File: src/stt_pkg.sv
package stt_pkg;

	// Result queue sizing: room for two beats in flight plus two more.
	localparam int QUEUE_DEPTH = 8;
	localparam int QPTR_BITS   = $clog2(QUEUE_DEPTH);
	localparam int QCNT_BITS   = $clog2(QUEUE_DEPTH + 1);
	localparam int QUEUE_ROOM  = QUEUE_DEPTH - 4;

	// Token kinds.
	localparam logic [4:0] K_EOF     = 5'd0;
	localparam logic [4:0] K_IDENT   = 5'd1;
	localparam logic [4:0] K_INT     = 5'd2;
	localparam logic [4:0] K_FLOAT   = 5'd3;
	localparam logic [4:0] K_STRING  = 5'd4;
	localparam logic [4:0] K_FN      = 5'd5;
	localparam logic [4:0] K_IF      = 5'd6;
	localparam logic [4:0] K_ELSE    = 5'd7;
	localparam logic [4:0] K_WHILE   = 5'd8;
	localparam logic [4:0] K_RETURN  = 5'd9;
	localparam logic [4:0] K_PLUS    = 5'd10;
	localparam logic [4:0] K_MINUS   = 5'd11;
	localparam logic [4:0] K_STAR    = 5'd12;
	localparam logic [4:0] K_SLASH   = 5'd13;
	localparam logic [4:0] K_LPAREN  = 5'd14;
	localparam logic [4:0] K_RPAREN  = 5'd15;
	localparam logic [4:0] K_LBRACK  = 5'd16;
	localparam logic [4:0] K_RBRACK  = 5'd17;
	localparam logic [4:0] K_COMMA   = 5'd18;
	localparam logic [4:0] K_SEMI    = 5'd19;
	localparam logic [4:0] K_LBRACE  = 5'd20;
	localparam logic [4:0] K_RBRACE  = 5'd21;
	localparam logic [4:0] K_ASSIGN  = 5'd22;
	localparam logic [4:0] K_EQ      = 5'd23;
	localparam logic [4:0] K_NE      = 5'd24;
	localparam logic [4:0] K_LE      = 5'd25;
	localparam logic [4:0] K_GE      = 5'd26;
	localparam logic [4:0] K_ANDAND  = 5'd27;
	localparam logic [4:0] K_OROR    = 5'd28;
	localparam logic [4:0] K_LT      = 5'd29;
	localparam logic [4:0] K_GT      = 5'd30;
	localparam logic [4:0] K_BANG    = 5'd31;

	// Keywords packed first byte lowest, zero padded to six bytes.
	localparam logic [47:0] KW_FN     = 48'h0000_0000_6E66;
	localparam logic [47:0] KW_IF     = 48'h0000_0000_6669;
	localparam logic [47:0] KW_ELSE   = 48'h0000_6573_6C65;
	localparam logic [47:0] KW_WHILE  = 48'h0065_6C69_6877;
	localparam logic [47:0] KW_RETURN = 48'h6E72_7574_6572;

	// Lexer modes.
	typedef enum logic [11:0] {
		M_IDLE    = 12'b0000_0000_0001,
		M_IDENT   = 12'b0000_0000_0010,
		M_INT     = 12'b0000_0000_0100,
		M_FLOAT   = 12'b0000_0000_1000,
		M_STRING  = 12'b0000_0001_0000,
		M_COLON   = 12'b0000_0010_0000,
		M_EQUAL   = 12'b0000_0100_0000,
		M_BANG    = 12'b0000_1000_0000,
		M_LESS    = 12'b0001_0000_0000,
		M_GREATER = 12'b0010_0000_0000,
		M_AMP     = 12'b0100_0000_0000,
		M_BAR     = 12'b1000_0000_0000
	} mode_t;

	typedef struct packed {
		logic [4:0]  kind;
		logic [15:0] start;
		logic [15:0] length;
		logic [15:0] line;
		logic        last;
	} token_t;

	// Which of the two token slots a processed byte fills.
	typedef struct packed {
		logic a_valid;
		logic b_valid;
	} push_t;

endpackage

File: src/stt_channels.sv
interface stt_text_if;
	logic       valid;
	logic       ready;
	logic [7:0] char_code;

	modport source (output valid, output char_code, input ready);
	modport sink (input valid, input char_code, output ready);
endinterface

interface stt_token_if;
	logic        valid;
	logic        ready;
	logic [4:0]  token_kind;
	logic [15:0] lexeme_start;
	logic [15:0] lexeme_length;
	logic [15:0] line_number;
	logic        last_of_run;

	modport source (output valid, output token_kind, output lexeme_start,
		output lexeme_length, output line_number, output last_of_run, input ready);
	modport sink (input valid, input token_kind, input lexeme_start,
		input lexeme_length, input line_number, input last_of_run, output ready);
endinterface

File: src/stt_lexer.sv
module stt_lexer #(
	parameter int POSITION_BITS = 16
) (
	input  logic           clk,
	input  logic           arst_n,
	input  logic           take,
	input  logic [7:0]     char_in,
	output stt_pkg::push_t push,
	output stt_pkg::token_t tok_a,
	output stt_pkg::token_t tok_b
);
	import stt_pkg::*;

	localparam logic [POSITION_BITS-1:0] POS_MAX = '1;

	logic                     valid_s1;
	logic [7:0]               char_s1;
	mode_t                    mode_q, mode_d;
	logic [POSITION_BITS-1:0] pos_q, pos_d, begin_q, begin_d, pos_inc, len_w;
	logic [15:0]              line_q, line_d;
	logic [47:0]              prefix_q, prefix_d;
	logic [31:0]              len32;
	logic [15:0]              start16, pos16;
	logic                     fl_valid;
	logic [4:0]               fl_kind, fr_kind, pair;
	logic                     do_flush, do_fresh, a_v, b_v;

	function automatic logic [15:0] clamp16(input logic [31:0] v);
		return (v > 32'h0000_FFFF) ? 16'hFFFF : v[15:0];
	endfunction

	function automatic logic is_dig(input logic [7:0] c);
		return (c >= "0") && (c <= "9");
	endfunction

	function automatic logic is_alp(input logic [7:0] c);
		return ((c >= "a") && (c <= "z")) || ((c >= "A") && (c <= "Z")) || (c == "_");
	endfunction

	function automatic logic [4:0] single_op(input logic [7:0] c);
		logic [4:0] k;
		case (c)
			"+": k = K_PLUS;
			"-": k = K_MINUS;
			"*": k = K_STAR;
			"/": k = K_SLASH;
			"(": k = K_LPAREN;
			")": k = K_RPAREN;
			"[": k = K_LBRACK;
			"]": k = K_RBRACK;
			",": k = K_COMMA;
			";": k = K_SEMI;
			"{": k = K_LBRACE;
			"}": k = K_RBRACE;
			default: k = K_EOF;
		endcase
		return k;
	endfunction

	function automatic mode_t op_mode(input logic [7:0] c);
		mode_t m;
		case (c)
			":": m = M_COLON;
			"=": m = M_EQUAL;
			"!": m = M_BANG;
			"<": m = M_LESS;
			">": m = M_GREATER;
			"&": m = M_AMP;
			"|": m = M_BAR;
			default: m = M_IDLE;
		endcase
		return m;
	endfunction

	// Kind of a two-character operator, EOF when the pair does not combine.
	function automatic logic [4:0] pair_kind(input mode_t m, input logic [7:0] c);
		logic [4:0] k;
		k = K_EOF;
		if (c == "=") begin
			case (m)
				M_COLON:   k = K_ASSIGN;
				M_EQUAL:   k = K_EQ;
				M_BANG:    k = K_NE;
				M_LESS:    k = K_LE;
				M_GREATER: k = K_GE;
				default:   k = K_EOF;
			endcase
		end else if ((c == "&") && (m == M_AMP)) begin
			k = K_ANDAND;
		end else if ((c == "|") && (m == M_BAR)) begin
			k = K_OROR;
		end
		return k;
	endfunction

	function automatic logic [4:0] ident_kind(input logic [31:0] len,
			input logic [47:0] pre);
		logic [4:0] k;
		k = K_IDENT;
		if ((len == 32'd2) && (pre == KW_FN)) k = K_FN;
		else if ((len == 32'd2) && (pre == KW_IF)) k = K_IF;
		else if ((len == 32'd4) && (pre == KW_ELSE)) k = K_ELSE;
		else if ((len == 32'd5) && (pre == KW_WHILE)) k = K_WHILE;
		else if ((len == 32'd6) && (pre == KW_RETURN)) k = K_RETURN;
		return k;
	endfunction

	// Input register.
	always_ff @(posedge clk or negedge arst_n) begin
		if (!arst_n) begin
			valid_s1 <= 1'b0;
		end else begin
			valid_s1 <= take;
		end
	end

	always_ff @(posedge clk) begin
		if (take) begin
			char_s1 <= char_in;
		end
	end

	// Shared position arithmetic.
	assign pos_inc = (pos_q == POS_MAX) ? pos_q : pos_q + 1'b1;
	assign len_w   = (pos_q >= begin_q) ? pos_q - begin_q : '0;
	assign len32   = 32'(len_w);
	assign start16 = clamp16(32'(begin_q));
	assign pos16   = clamp16(32'(pos_q));
	assign fr_kind = single_op(char_s1);
	assign pair    = pair_kind(mode_q, char_s1);

	// Token held by the current mode, ending before this byte.
	always_comb begin
		fl_valid = 1'b1;
		fl_kind  = K_EOF;
		case (mode_q)
			M_IDENT:   fl_kind = ident_kind(len32, prefix_q);
			M_INT:     fl_kind = K_INT;
			M_FLOAT:   fl_kind = K_FLOAT;
			M_STRING:  fl_kind = K_STRING;
			M_BANG:    fl_kind = K_BANG;
			M_LESS:    fl_kind = K_LT;
			M_GREATER: fl_kind = K_GT;
			default:   fl_valid = 1'b0;
		endcase
	end

	// Byte classification against the current mode.
	always_comb begin
		mode_d   = mode_q;
		pos_d    = pos_inc;
		begin_d  = begin_q;
		line_d   = line_q;
		prefix_d = prefix_q;
		do_flush = 1'b0;
		do_fresh = 1'b0;
		a_v      = 1'b0;
		b_v      = 1'b0;
		tok_a    = '{kind: fl_kind, start: start16, length: clamp16(len32),
			line: line_q, last: 1'b0};
		tok_b    = '{kind: fr_kind, start: pos16, length: 16'd1,
			line: line_q, last: 1'b1};

		if (char_s1 == 8'd0) begin
			do_flush = 1'b1;
		end else begin
			case (mode_q)
				M_IDENT: begin
					if (is_alp(char_s1) || is_dig(char_s1)) begin
						if ((pos_q >= begin_q) && (len32 < 32'd6)) begin
							prefix_d[8*len_w[2:0] +: 8] = prefix_q[8*len_w[2:0] +: 8] | char_s1;
						end
					end else begin
						do_flush = 1'b1;
						do_fresh = 1'b1;
					end
				end
				M_INT: begin
					if (char_s1 == ".") begin
						mode_d = M_FLOAT;
					end else if (!is_dig(char_s1)) begin
						do_flush = 1'b1;
						do_fresh = 1'b1;
					end
				end
				M_FLOAT: begin
					if (!is_dig(char_s1)) begin
						do_flush = 1'b1;
						do_fresh = 1'b1;
					end
				end
				M_STRING: begin
					if (char_s1 == "\"") begin
						do_flush = 1'b1;
					end
				end
				M_COLON, M_EQUAL, M_BANG, M_LESS, M_GREATER, M_AMP, M_BAR: begin
					if (pair != K_EOF) begin
						a_v          = 1'b1;
						tok_a.kind   = pair;
						tok_a.length = 16'd2;
						mode_d       = M_IDLE;
					end else begin
						do_flush = 1'b1;
						do_fresh = 1'b1;
					end
				end
				default: begin
					do_fresh = 1'b1;
				end
			endcase
		end

		// Pending token leaves first.
		if (do_flush) begin
			a_v    = fl_valid;
			mode_d = M_IDLE;
			if ((mode_q == M_BANG) || (mode_q == M_LESS) || (mode_q == M_GREATER)) begin
				tok_a.length = 16'd1;
			end
		end

		// The byte then starts whatever it begins.
		if (do_fresh) begin
			mode_d = M_IDLE;
			if (char_s1 == "\n") begin
				line_d = (line_q == 16'hFFFF) ? line_q : line_q + 16'd1;
			end else if (fr_kind != K_EOF) begin
				b_v = 1'b1;
			end else if (char_s1 == "\"") begin
				mode_d  = M_STRING;
				begin_d = pos_inc;
			end else if (is_dig(char_s1)) begin
				mode_d  = M_INT;
				begin_d = pos_q;
			end else if (is_alp(char_s1)) begin
				mode_d   = M_IDENT;
				begin_d  = pos_q;
				prefix_d = {40'd0, char_s1};
			end else begin
				mode_d  = op_mode(char_s1);
				begin_d = pos_q;
			end
		end

		// End of source: end-of-file token and return to the reset state.
		if (char_s1 == 8'd0) begin
			b_v          = 1'b1;
			tok_b.kind   = K_EOF;
			tok_b.length = 16'd0;
			mode_d       = M_IDLE;
			pos_d        = '0;
			begin_d      = '0;
			line_d       = 16'd1;
			prefix_d     = '0;
		end

		tok_a.last = !b_v;
		push       = '{a_valid: valid_s1 && a_v, b_valid: valid_s1 && b_v};
	end

	// Lexer state.
	always_ff @(posedge clk or negedge arst_n) begin
		if (!arst_n) begin
			mode_q   <= M_IDLE;
			pos_q    <= '0;
			begin_q  <= '0;
			line_q   <= 16'd1;
			prefix_q <= '0;
		end else if (valid_s1) begin
			mode_q   <= mode_d;
			pos_q    <= pos_d;
			begin_q  <= begin_d;
			line_q   <= line_d;
			prefix_q <= prefix_d;
		end
	end

endmodule

File: src/stt_queue.sv
module stt_queue (
	input  logic            clk,
	input  logic            arst_n,
	input  stt_pkg::push_t  push,
	input  stt_pkg::token_t tok_a,
	input  stt_pkg::token_t tok_b,
	output logic            room,
	output logic            out_valid,
	input  logic            out_ready,
	output stt_pkg::token_t out_tok
);
	import stt_pkg::*;

	token_t                 mem_q [QUEUE_DEPTH];
	logic [QPTR_BITS-1:0]   wr_q, rd_q, wr_b;
	logic [QCNT_BITS-1:0]   count_q, n_push;
	logic                   pop;

	assign pop       = out_valid && out_ready;
	assign n_push    = QCNT_BITS'(push.a_valid) + QCNT_BITS'(push.b_valid);
	assign wr_b      = wr_q + QPTR_BITS'(push.a_valid);
	assign out_valid = (count_q != '0);
	assign out_tok   = mem_q[rd_q];
	assign room      = (count_q <= QCNT_BITS'(QUEUE_ROOM));

	// Token storage, up to two beats written per cycle.
	always_ff @(posedge clk) begin
		if (push.a_valid) begin
			mem_q[wr_q] <= tok_a;
		end
		if (push.b_valid) begin
			mem_q[wr_b] <= tok_b;
		end
	end

	// Pointers and fill level.
	always_ff @(posedge clk or negedge arst_n) begin
		if (!arst_n) begin
			wr_q    <= '0;
			rd_q    <= '0;
			count_q <= '0;
		end else begin
			wr_q    <= wr_q + QPTR_BITS'(n_push);
			rd_q    <= rd_q + QPTR_BITS'(pop);
			count_q <= count_q + n_push - QCNT_BITS'(pop);
		end
	end

endmodule

File: src/source_text_tokenizer.sv
// A byte accepted into the input register is lexed in the next cycle; its tokens
// are written into the token queue, from which they can then be taken.
// Throughput: one byte per cycle while the 8-entry token queue holds at most
// four beats; tokens leave at one per cycle while out_ready is high, so a byte
// that yields two tokens borrows queue space that later bytes give back.
// Reset: arst_n clears the lexer to idle, position 0, line 1, and empties the queue.
module source_text_tokenizer #(
	parameter int POSITION_BITS = 16
) (
	input logic         clk,
	input logic         arst_n,
	stt_text_if.sink    text,
	stt_token_if.source tokens
);
	import stt_pkg::*;

	push_t  push;
	token_t tok_a, tok_b, out_tok;
	logic   room;

	// Accept a byte whenever the queue can absorb two beats from it.
	assign text.ready = room;

	stt_lexer #(
		.POSITION_BITS(POSITION_BITS)
	) u_lexer (
		.clk    (clk),
		.arst_n (arst_n),
		.take   (text.valid && room),
		.char_in(text.char_code),
		.push   (push),
		.tok_a  (tok_a),
		.tok_b  (tok_b)
	);

	stt_queue u_queue (
		.clk      (clk),
		.arst_n   (arst_n),
		.push     (push),
		.tok_a    (tok_a),
		.tok_b    (tok_b),
		.room     (room),
		.out_valid(tokens.valid),
		.out_ready(tokens.ready),
		.out_tok  (out_tok)
	);

	assign tokens.token_kind    = out_tok.kind;
	assign tokens.lexeme_start  = out_tok.start;
	assign tokens.lexeme_length = out_tok.length;
	assign tokens.line_number   = out_tok.line;
	assign tokens.last_of_run   = out_tok.last;

endmodule

File: src/flat_wrapper.sv
// flat-port wrapper written by rule: the top's interface ports become plain ports
module source_text_tokenizer_flat import stt_pkg::*;
#(
	parameter int POSITION_BITS = 16
)
  (clk, arst_n, text_valid, text_char_code, text_ready, tokens_valid, tokens_token_kind, tokens_lexeme_start, tokens_lexeme_length, tokens_line_number, tokens_last_of_run, tokens_ready);
  stt_text_if text_i ();
  stt_token_if tokens_i ();
  input logic clk;
  input logic arst_n;
  input wire logic [$bits(text_i.valid)-1:0] text_valid;
  input wire logic [$bits(text_i.char_code)-1:0] text_char_code;
  output wire logic [$bits(text_i.ready)-1:0] text_ready;
  output wire logic [$bits(tokens_i.valid)-1:0] tokens_valid;
  output wire logic [$bits(tokens_i.token_kind)-1:0] tokens_token_kind;
  output wire logic [$bits(tokens_i.lexeme_start)-1:0] tokens_lexeme_start;
  output wire logic [$bits(tokens_i.lexeme_length)-1:0] tokens_lexeme_length;
  output wire logic [$bits(tokens_i.line_number)-1:0] tokens_line_number;
  output wire logic [$bits(tokens_i.last_of_run)-1:0] tokens_last_of_run;
  input wire logic [$bits(tokens_i.ready)-1:0] tokens_ready;
  assign text_i.valid = text_valid;
  assign text_i.char_code = text_char_code;
  assign text_ready = text_i.ready;
  assign tokens_valid = tokens_i.valid;
  assign tokens_token_kind = tokens_i.token_kind;
  assign tokens_lexeme_start = tokens_i.lexeme_start;
  assign tokens_lexeme_length = tokens_i.lexeme_length;
  assign tokens_line_number = tokens_i.line_number;
  assign tokens_last_of_run = tokens_i.last_of_run;
  assign tokens_i.ready = tokens_ready;
  source_text_tokenizer #(.POSITION_BITS(POSITION_BITS)) u_core (.clk(clk), .arst_n(arst_n), .text(text_i), .tokens(tokens_i));
endmodule
File: config.mk
export PLATFORM = sky130hd
export DESIGN_NAME = source_text_tokenizer_flat
export DESIGN_NICKNAME = d
export VERILOG_FILES = /design/src/stt_pkg.sv /design/src/stt_channels.sv /design/src/stt_lexer.sv /design/src/stt_queue.sv /design/src/source_text_tokenizer.sv /design/src/flat_wrapper.sv
export SDC_FILE = /design/constraint.sdc
export NUM_CORES = 1
export LEC_CHECK = 0
export ABC_AREA = 1
export BUFFER_PORTS_ARGS = -buffer_cell sky130_fd_sc_hd__buf_2
export CAP_MARGIN = 20
export CORE_ASPECT_RATIO = 0.7
export CORE_MARGIN = 1.5
export CORE_UTILIZATION = 43
export DETAILED_ROUTE_END_ITERATION = 10
export PLACE_DENSITY = 0.56
export SLEW_MARGIN = 10
export SYNTH_ARGS = -nofsm -noshare
export SYNTH_HDL_FRONTEND = slang
export SYNTH_SLANG_ARGS = --single-unit
File: constraint.sdc
create_clock -name clk -period 5.95 [get_ports clk]
set_input_delay 0.595 -clock clk [delete_from_list [all_inputs] [get_ports clk]]
set_output_delay 0.595 -clock clk [all_outputs]
set_load 0.03 [all_outputs]
# Word-level counts from Yosys, hierarchy flattened
# Memories as Yosys holds them, arrays and structs flattened.
# Cells that the tools add are included.
# op_classes
addsub	10
mul	0
n_div	0
n_lt_le_gt_ge	10
eq_ne	50
n_shift	3
muxes	79
n_bitwise	1
n_reduce_logical	33
# op_table
cell	count
$mux 48	10
$mux 16	18
$eq 8x6->1 const B	16
$mux 12	10
$eq 48x15->1 const B	2
$pmux 12 s7	1
$pmux 5 s12	1
$bwmux 48	1
$eq 16x3->1 const B	3
$eq 48x31->1 const B	1
$eq 48x39->1 const B	1
$eq 48x47->1 const B	1
$eq 8x7->1 const B	6
$shift 8x34->48 const A	1
$shiftx 48x7->8	1
$shiftx 8x34->48	1
$mux 5	7
$pmux 5 s7	1
$neg 6->34	1
$add 16x1->16 const B	2
$eq 16x16->1 const B	2
$pmux 5 s5	1
$pmux 12 s2	1
$mux 1	21
other kinds (41)	76
# totals
regBits	127
latchBits	0
mem_bits_rw	432
mem_bits_ro	0
elab_cells	197
n_memories	1
# mem_list
name	depth	word_bits	rd	rd_ports_with_merged_regs	wr	line	source
u_core.u_queue.mem_q	8	54	1	0	2	stt_queue.sv:14	token_t mem_q [QUEUE_DEPTH];

# Longest topological paths before layout
# logic_depth
depth_word	16
ltp_mapped	27

# Modules after synthesis
# A second synthesis with hierarchy kept.
# unflattened
cells_unflattened	5044
hier_area_um2	36522.5
# modules_own_cells
module	instances	cells_each	area_each_um2	seq_area_each_um2
stt_queue	1	3539	26827.0	13222.7
stt_lexer	1	1503	9688.0	2970.3
source_text_tokenizer	1	2	7.5	0.0

# Worst setup path after synthesis
# No wires, ideal clock.
# synth_path
path_type	register to register
startpoint	register u_core.u_lexer.char_s1[6]
endpoint	memory u_core.u_queue.mem_q[5][16] (netlist bit), data pin
setup_ns	0.142
t_arrival_ns	3.928
t_required_ns	5.808
path_slack_ns	1.880
path_stages_with_launch	22
path_buffers	1
period_less_slack_ns	4.070
cell_sequence	edfxtp_1 -> nor2_2 -> nand3_2 -> nor4_2 -> nand3_1 -> nand2_1 -> inv_1 -> nand3_2 -> nand4_2 -> nand2_1 -> a21oi_1 -> ha_1 -> ha_1 -> xnor2_1 -> inv_1 -> nand2_1 -> nor2_4 -> inv_2 -> nand2_1 -> inv_2 -> buf_2 -> nor2_1
# synth_rtl
item	line	source
from (decl)	stt_lexer.sv:17	logic [7:0] char_s1;
from (signal assigned)	stt_lexer.sv:119	char_s1 <= char_in;
to (decl)	stt_queue.sv:14	

# Worst setup path in the final report
# layout_path
startpoint	register u_core.u_lexer.pos_q[0], in the netlist u_core.u_lexer.pos16[0]
endpoint	register u_core.u_lexer.prefix_q[37]
# layout_via
elab_chain_cells	16
word_cells_on_any_way	21
classes_between	add/sub: 2; order compare: 2; shift: 3; mux: 12; bitwise: 1; reduce/logical: 1
# layout_rtl
item	line	source
from (decl)	stt_lexer.sv:19	logic [POSITION_BITS-1:0] pos_q, pos_d, begin_q, begin_d, pos_inc, len_w;
from (signal assigned)	stt_lexer.sv:272	pos_q <= pos_d;
$sub 16x16->16 or $ge 16x16->1 (tied branches)	stt_lexer.sv:125, stt_lexer.sv:170	
$mux 16	stt_lexer.sv:125	assign len_w = (pos_q >= begin_q) ? pos_q - begin_q : '0;
$shiftx 48x7->8	stt_lexer.sv:171	prefix_d[8*len_w[2:0] +: 8] = prefix_q[8*len_w[2:0] +: 8] | char_s1;
$or 8x8->8	stt_lexer.sv:171	
$shiftx 8x34->48	stt_lexer.sv:171	
$bwmux 48	stt_lexer.sv:171	
$mux 48 (*)	stt_lexer.sv:170	if ((pos_q >= begin_q) && (len32 < 32'd6)) begin
$mux 48 (*)	stt_lexer.sv:169	if (is_alp(char_s1) || is_dig(char_s1)) begin
$mux 48 (*)	stt_lexer.sv:167	case (mode_q)
$mux 48	stt_lexer.sv:236	end else if (is_alp(char_s1)) begin
$mux 48	stt_lexer.sv:233	end else if (is_dig(char_s1)) begin
$mux 48	stt_lexer.sv:230	end else if (char_s1 == "\"") begin
$mux 48	stt_lexer.sv:228	end else if (fr_kind != K_EOF) begin
$mux 48	stt_lexer.sv:226	if (char_s1 == "\n") begin
$mux 48 (*)	stt_lexer.sv:224	if (do_fresh) begin
$mux 48 (*)	stt_lexer.sv:247	if (char_s1 == 8'd0) begin
to (signal assigned)	stt_lexer.sv:275	prefix_q <= prefix_d;
to (decl)	stt_lexer.sv:21	logic [47:0] prefix_q, prefix_d;
# Mark *: on every way between the ends. The rest lies on a longest branch, timed or not.
# A chain may end at the register's enable or synchronous reset.

==> impl_metrics.json <==
{
  "via_per_inst": 5.59,
  "slew_headroom": 0.296,
  "cellLeakagePower_nw": 13.0,
  "worst_slew_pin_slew_ns": 1.05,
  "holdWs_ns": 0.136,
  "fin_ws_ns": 0.736,
  "post-route-period-util": 0.876,
  "cts_buffers": 57,
  "die_x_um": 316,
  "max_freq_mhz": 192,
  "power_frac_comb": 0.520,
  "path_clk_slew_ns": 0.06,
  "yosysTopAreaCell": "edfxtp_1",
  "synth.top_cells.by_area": "edfxtp_1 (32%), nand2_1 (11%), dfrtp_1 (9.9%)",
  "root_buffer": "clkbuf_16",
  "synth_seq_cells": 559,
  "critPathSlowestCell": "nor3_2",
  "syn_to_final_growth_pct": 9.99,
  "rsz0062_at_grt": "false",
  "globalplace.congestion": 0.952,
  "start_util": 0.434,
  "hold_buffers": 1,
  "timing.critical_path.slowest_cell_delay_ns": 0.64,
  "grt_first_pass_wirelength_um": 152000,
  "p_seq_frac": 0.268,
  "die_area_um2": 70300,
  "drt-wirelength-per-cell_um": 21.2,
  "worstSkewPairLatency_ns": 0.65,
  "power.density_nw_per_um2": 529,
  "yosys_most_used_dff": "edfxtp_1",
  "drv_cap": 0,
  "rows": 80,
  "synth_edf_count": 312,
  "dieHeight_um": 222,
  "antenna_found_initial": 0,
  "crit_start": "u_core.u_lexer.pos16[0]",
  "setup_viol": 0,
  "syn_area_um2": 29600,
  "worstPathArrival_ns": 5.78,
  "cts.sinks": 559,
  "cts_resized": 0,
  "postCtsSetupRepairBufs": 0,
  "synthCells": 3759,
  "setup_tns_ns": 0,
  "hold_start": "text_char_code[7]",
  "clockBufferDepth": 3,
  "pre_cts_slack_ns": 0.935,
  "coreArea_um2": 68100,
  "cts_tree": "done",
  "drt_first_pass_iters": 6,
  "internal_power_mw": 8.42,
  "cp_common_cell": "nand2_1",
  "antenna_left": 0,
  "status": "finished, final reports clean",
  "yosysMostFrequentCell": "nand2_1",
  "hpwl_um": 64900,
  "dpl.cell_count": 4565,
  "insertedDiodeCount": 0,
  "top_usage_layer": "met1",
  "power_mw": 17.2,
  "hold_class": "in2reg",
  "final_cells": 4675,
  "drc": 0,
  "worst_ep_required_time_ns": 6.52,
  "grtUsageMet2": 0.391,
  "switching_power_mw": 8.79,
  "ir_drop_mv": 0.407,
  "critPathKind": "reg2reg",
  "synth_cell_type_count": 53,
  "clock_power_share": 0.213,
  "hold_viol_final": 0,
  "grt_max_degree": 124,
  "overflow": 0,
  "clock_skew_ns": 0.0300,
  "io_pins": 68,
  "cp_max_fo": 17,
  "swShare": 0.511,
  "drt_iter0_markers": 3087,
  "slew_violations": 0,
  "post-synth-top-area-fraction": 0.317,
  "drive_gt1_frac": 0.0785,
  "h-tree-depth": 2,
  "place.port_buffers": 67,
  "grt_use_met1": 0.442,
  "synth_nets": 3809,
  "yosys_warnings": 0,
  "avgSynthCellArea_um2": 7.86,
  "grt_pass1_vias": 24500,
  "wirelength_um": 99300,
  "yosysSeqAreaShare": 0.505,
  "min_period_ns": 5.21,
  "cp_cell_sequence": "inv_1, ha_1, inv_1, fa_1, nand2_1, nand2_1, nand3_1, nand3_1, nand2_1, nand2_2, nand2_1, inv_1, ha_1, nand2_1, inv_1, nand4_1, nor3_2, nand4_1, o21ai_0, nand2_1, nand2_1",
  "grt_usage": 0.282,
  "vias": 26200,
  "ys_async_sr_fraction": 0.213,
  "reg2reg_from": "u_core.u_lexer.pos16[0]",
  "start_kind": "flip-flop",
  "cp-end-kind": "flip-flop",
  "synthTopCellsByCount": "nand2_1 (852), nor2_1 (668), o21ai_0 (501)",
  "nNetsFinal": 3774,
  "gr-usage-met3": 0.0595
}
metal layers:
| metal | vias up | routed length [um] |
|---|---|---|
| met1 | 12400 | 48300 |
| met5 | - | 0 |
| met2 | 1054 | 40300 |
| li1 | 12600 | - |
| met4 | 0 | 1970 |
| met3 | 132 | 8740 |
placed cells by master, fill, tap and decap left out, drive strengths merged, types with 13 or more instances in the layout:
cell type | synthesis | routed
nand3 | 169 | 169
buf | 66 | 115
edfxtp | 312 | 312
nor4 | 22 | 22
a21oi | 46 | 46
inv | 294 | 298
clkbuf | 144 | 84
o2111ai | 13 | 13
clkinv | 10 | 27
nand2 | 866 | 866
o21ai | 518 | 518
nor2 | 684 | 684
a31oi | 58 | 58
nor3 | 50 | 50
o22ai | 91 | 91
ha | 35 | 35
o211ai | 28 | 28
dfrtp | 117 | 117
dfxtp | 128 | 128
xor2 | 16 | 16
nand4 | 51 | 51
critical path, delay by kind of cell, from the launching register on:
family,cells,cell delay (ns)
fa+ha+maj,3,1.24
simple gates,13,2.56
compound gates,1,0.13
buf+inv,4,0.72
flops,1,0.46
flip-flops by register name, summed over array words and instances (netlist names):
name                     flops
u_core.u_lexer.begin_q      16
u_core.u_lexer.char_s1       8
u_core.u_lexer.line_q       16
u_core.u_lexer.mode_q       12
u_core.u_lexer.pos16        16
u_core.u_lexer.prefix_q     48
u_core.u_lexer.valid_s1      1
u_core.u_queue.count_q       4
u_core.u_queue.mem_q       432
u_core.u_queue.rd_q          3
u_core.u_queue.wr_q          3
metrics by stage:
stage	cell area [um^2]	util
floorplan	29600	-
global placement	30600	0.450
detailed placement	30600	0.450
CTS	32500	0.477
global route	32500	0.478
finish	32500	0.478
path summary, 6_finish.rpt:
kind / cells after the start / endpoint / slack (ns)
worst max-delay path: 21 / u_core.u_lexer.prefix_q[37] / 0.74
worst max register to register: 21 / u_core.u_lexer.prefix_q[37] / 0.74
min in group asynchronous: 2 / u_core.u_lexer.prefix_q[40] / 0.52
worst min register to register: 2 / u_core.u_queue.mem_q[3][23] / 0.44
max in group asynchronous: 3 / u_core.u_lexer.line_q[3] / 4.17
worst min-delay path: 1 / u_core.u_lexer.char_s1[7] / 0.14
final cells by class:
class	count	area, um^2
flip-flops and latches	559	14900
well taps	902	1130
fillers	6789	35600
clock inverters	24	215
clock buffers	84	1670
inverters	304	1150
multi-input cells	2686	12600
repair buffers	116	795
power by group through the flow:
stage | Clock (mW) | Combinational (mW) | Sequential (mW)
final | 3.66 | 8.94 | 4.61
after global routing | 3.88 | 9.71 | 4.64
after CTS | 3.72 | 8.76 | 4.60
after detailed placement | 0 | 8.72 | 4.68
after global placement | 0 | 8.80 | 4.68
after floorplan | 0 | 5.83 | 4.48
kinds of logic (layout without fill, tap and decap cells):
kind of cell,Yosys count,in the layout,share of synthesized area
AOI/OAI and AO/OA,769,769,0.142
and+or+nand+nor,1858,1858,0.261
buffers and inverters,514,528,0.0695
adders and majority gates,38,38,0.0169
xor gates and xnor gates,21,21,0.00622
DFF,559,559,0.505
(Power assumes the default switching activity.)
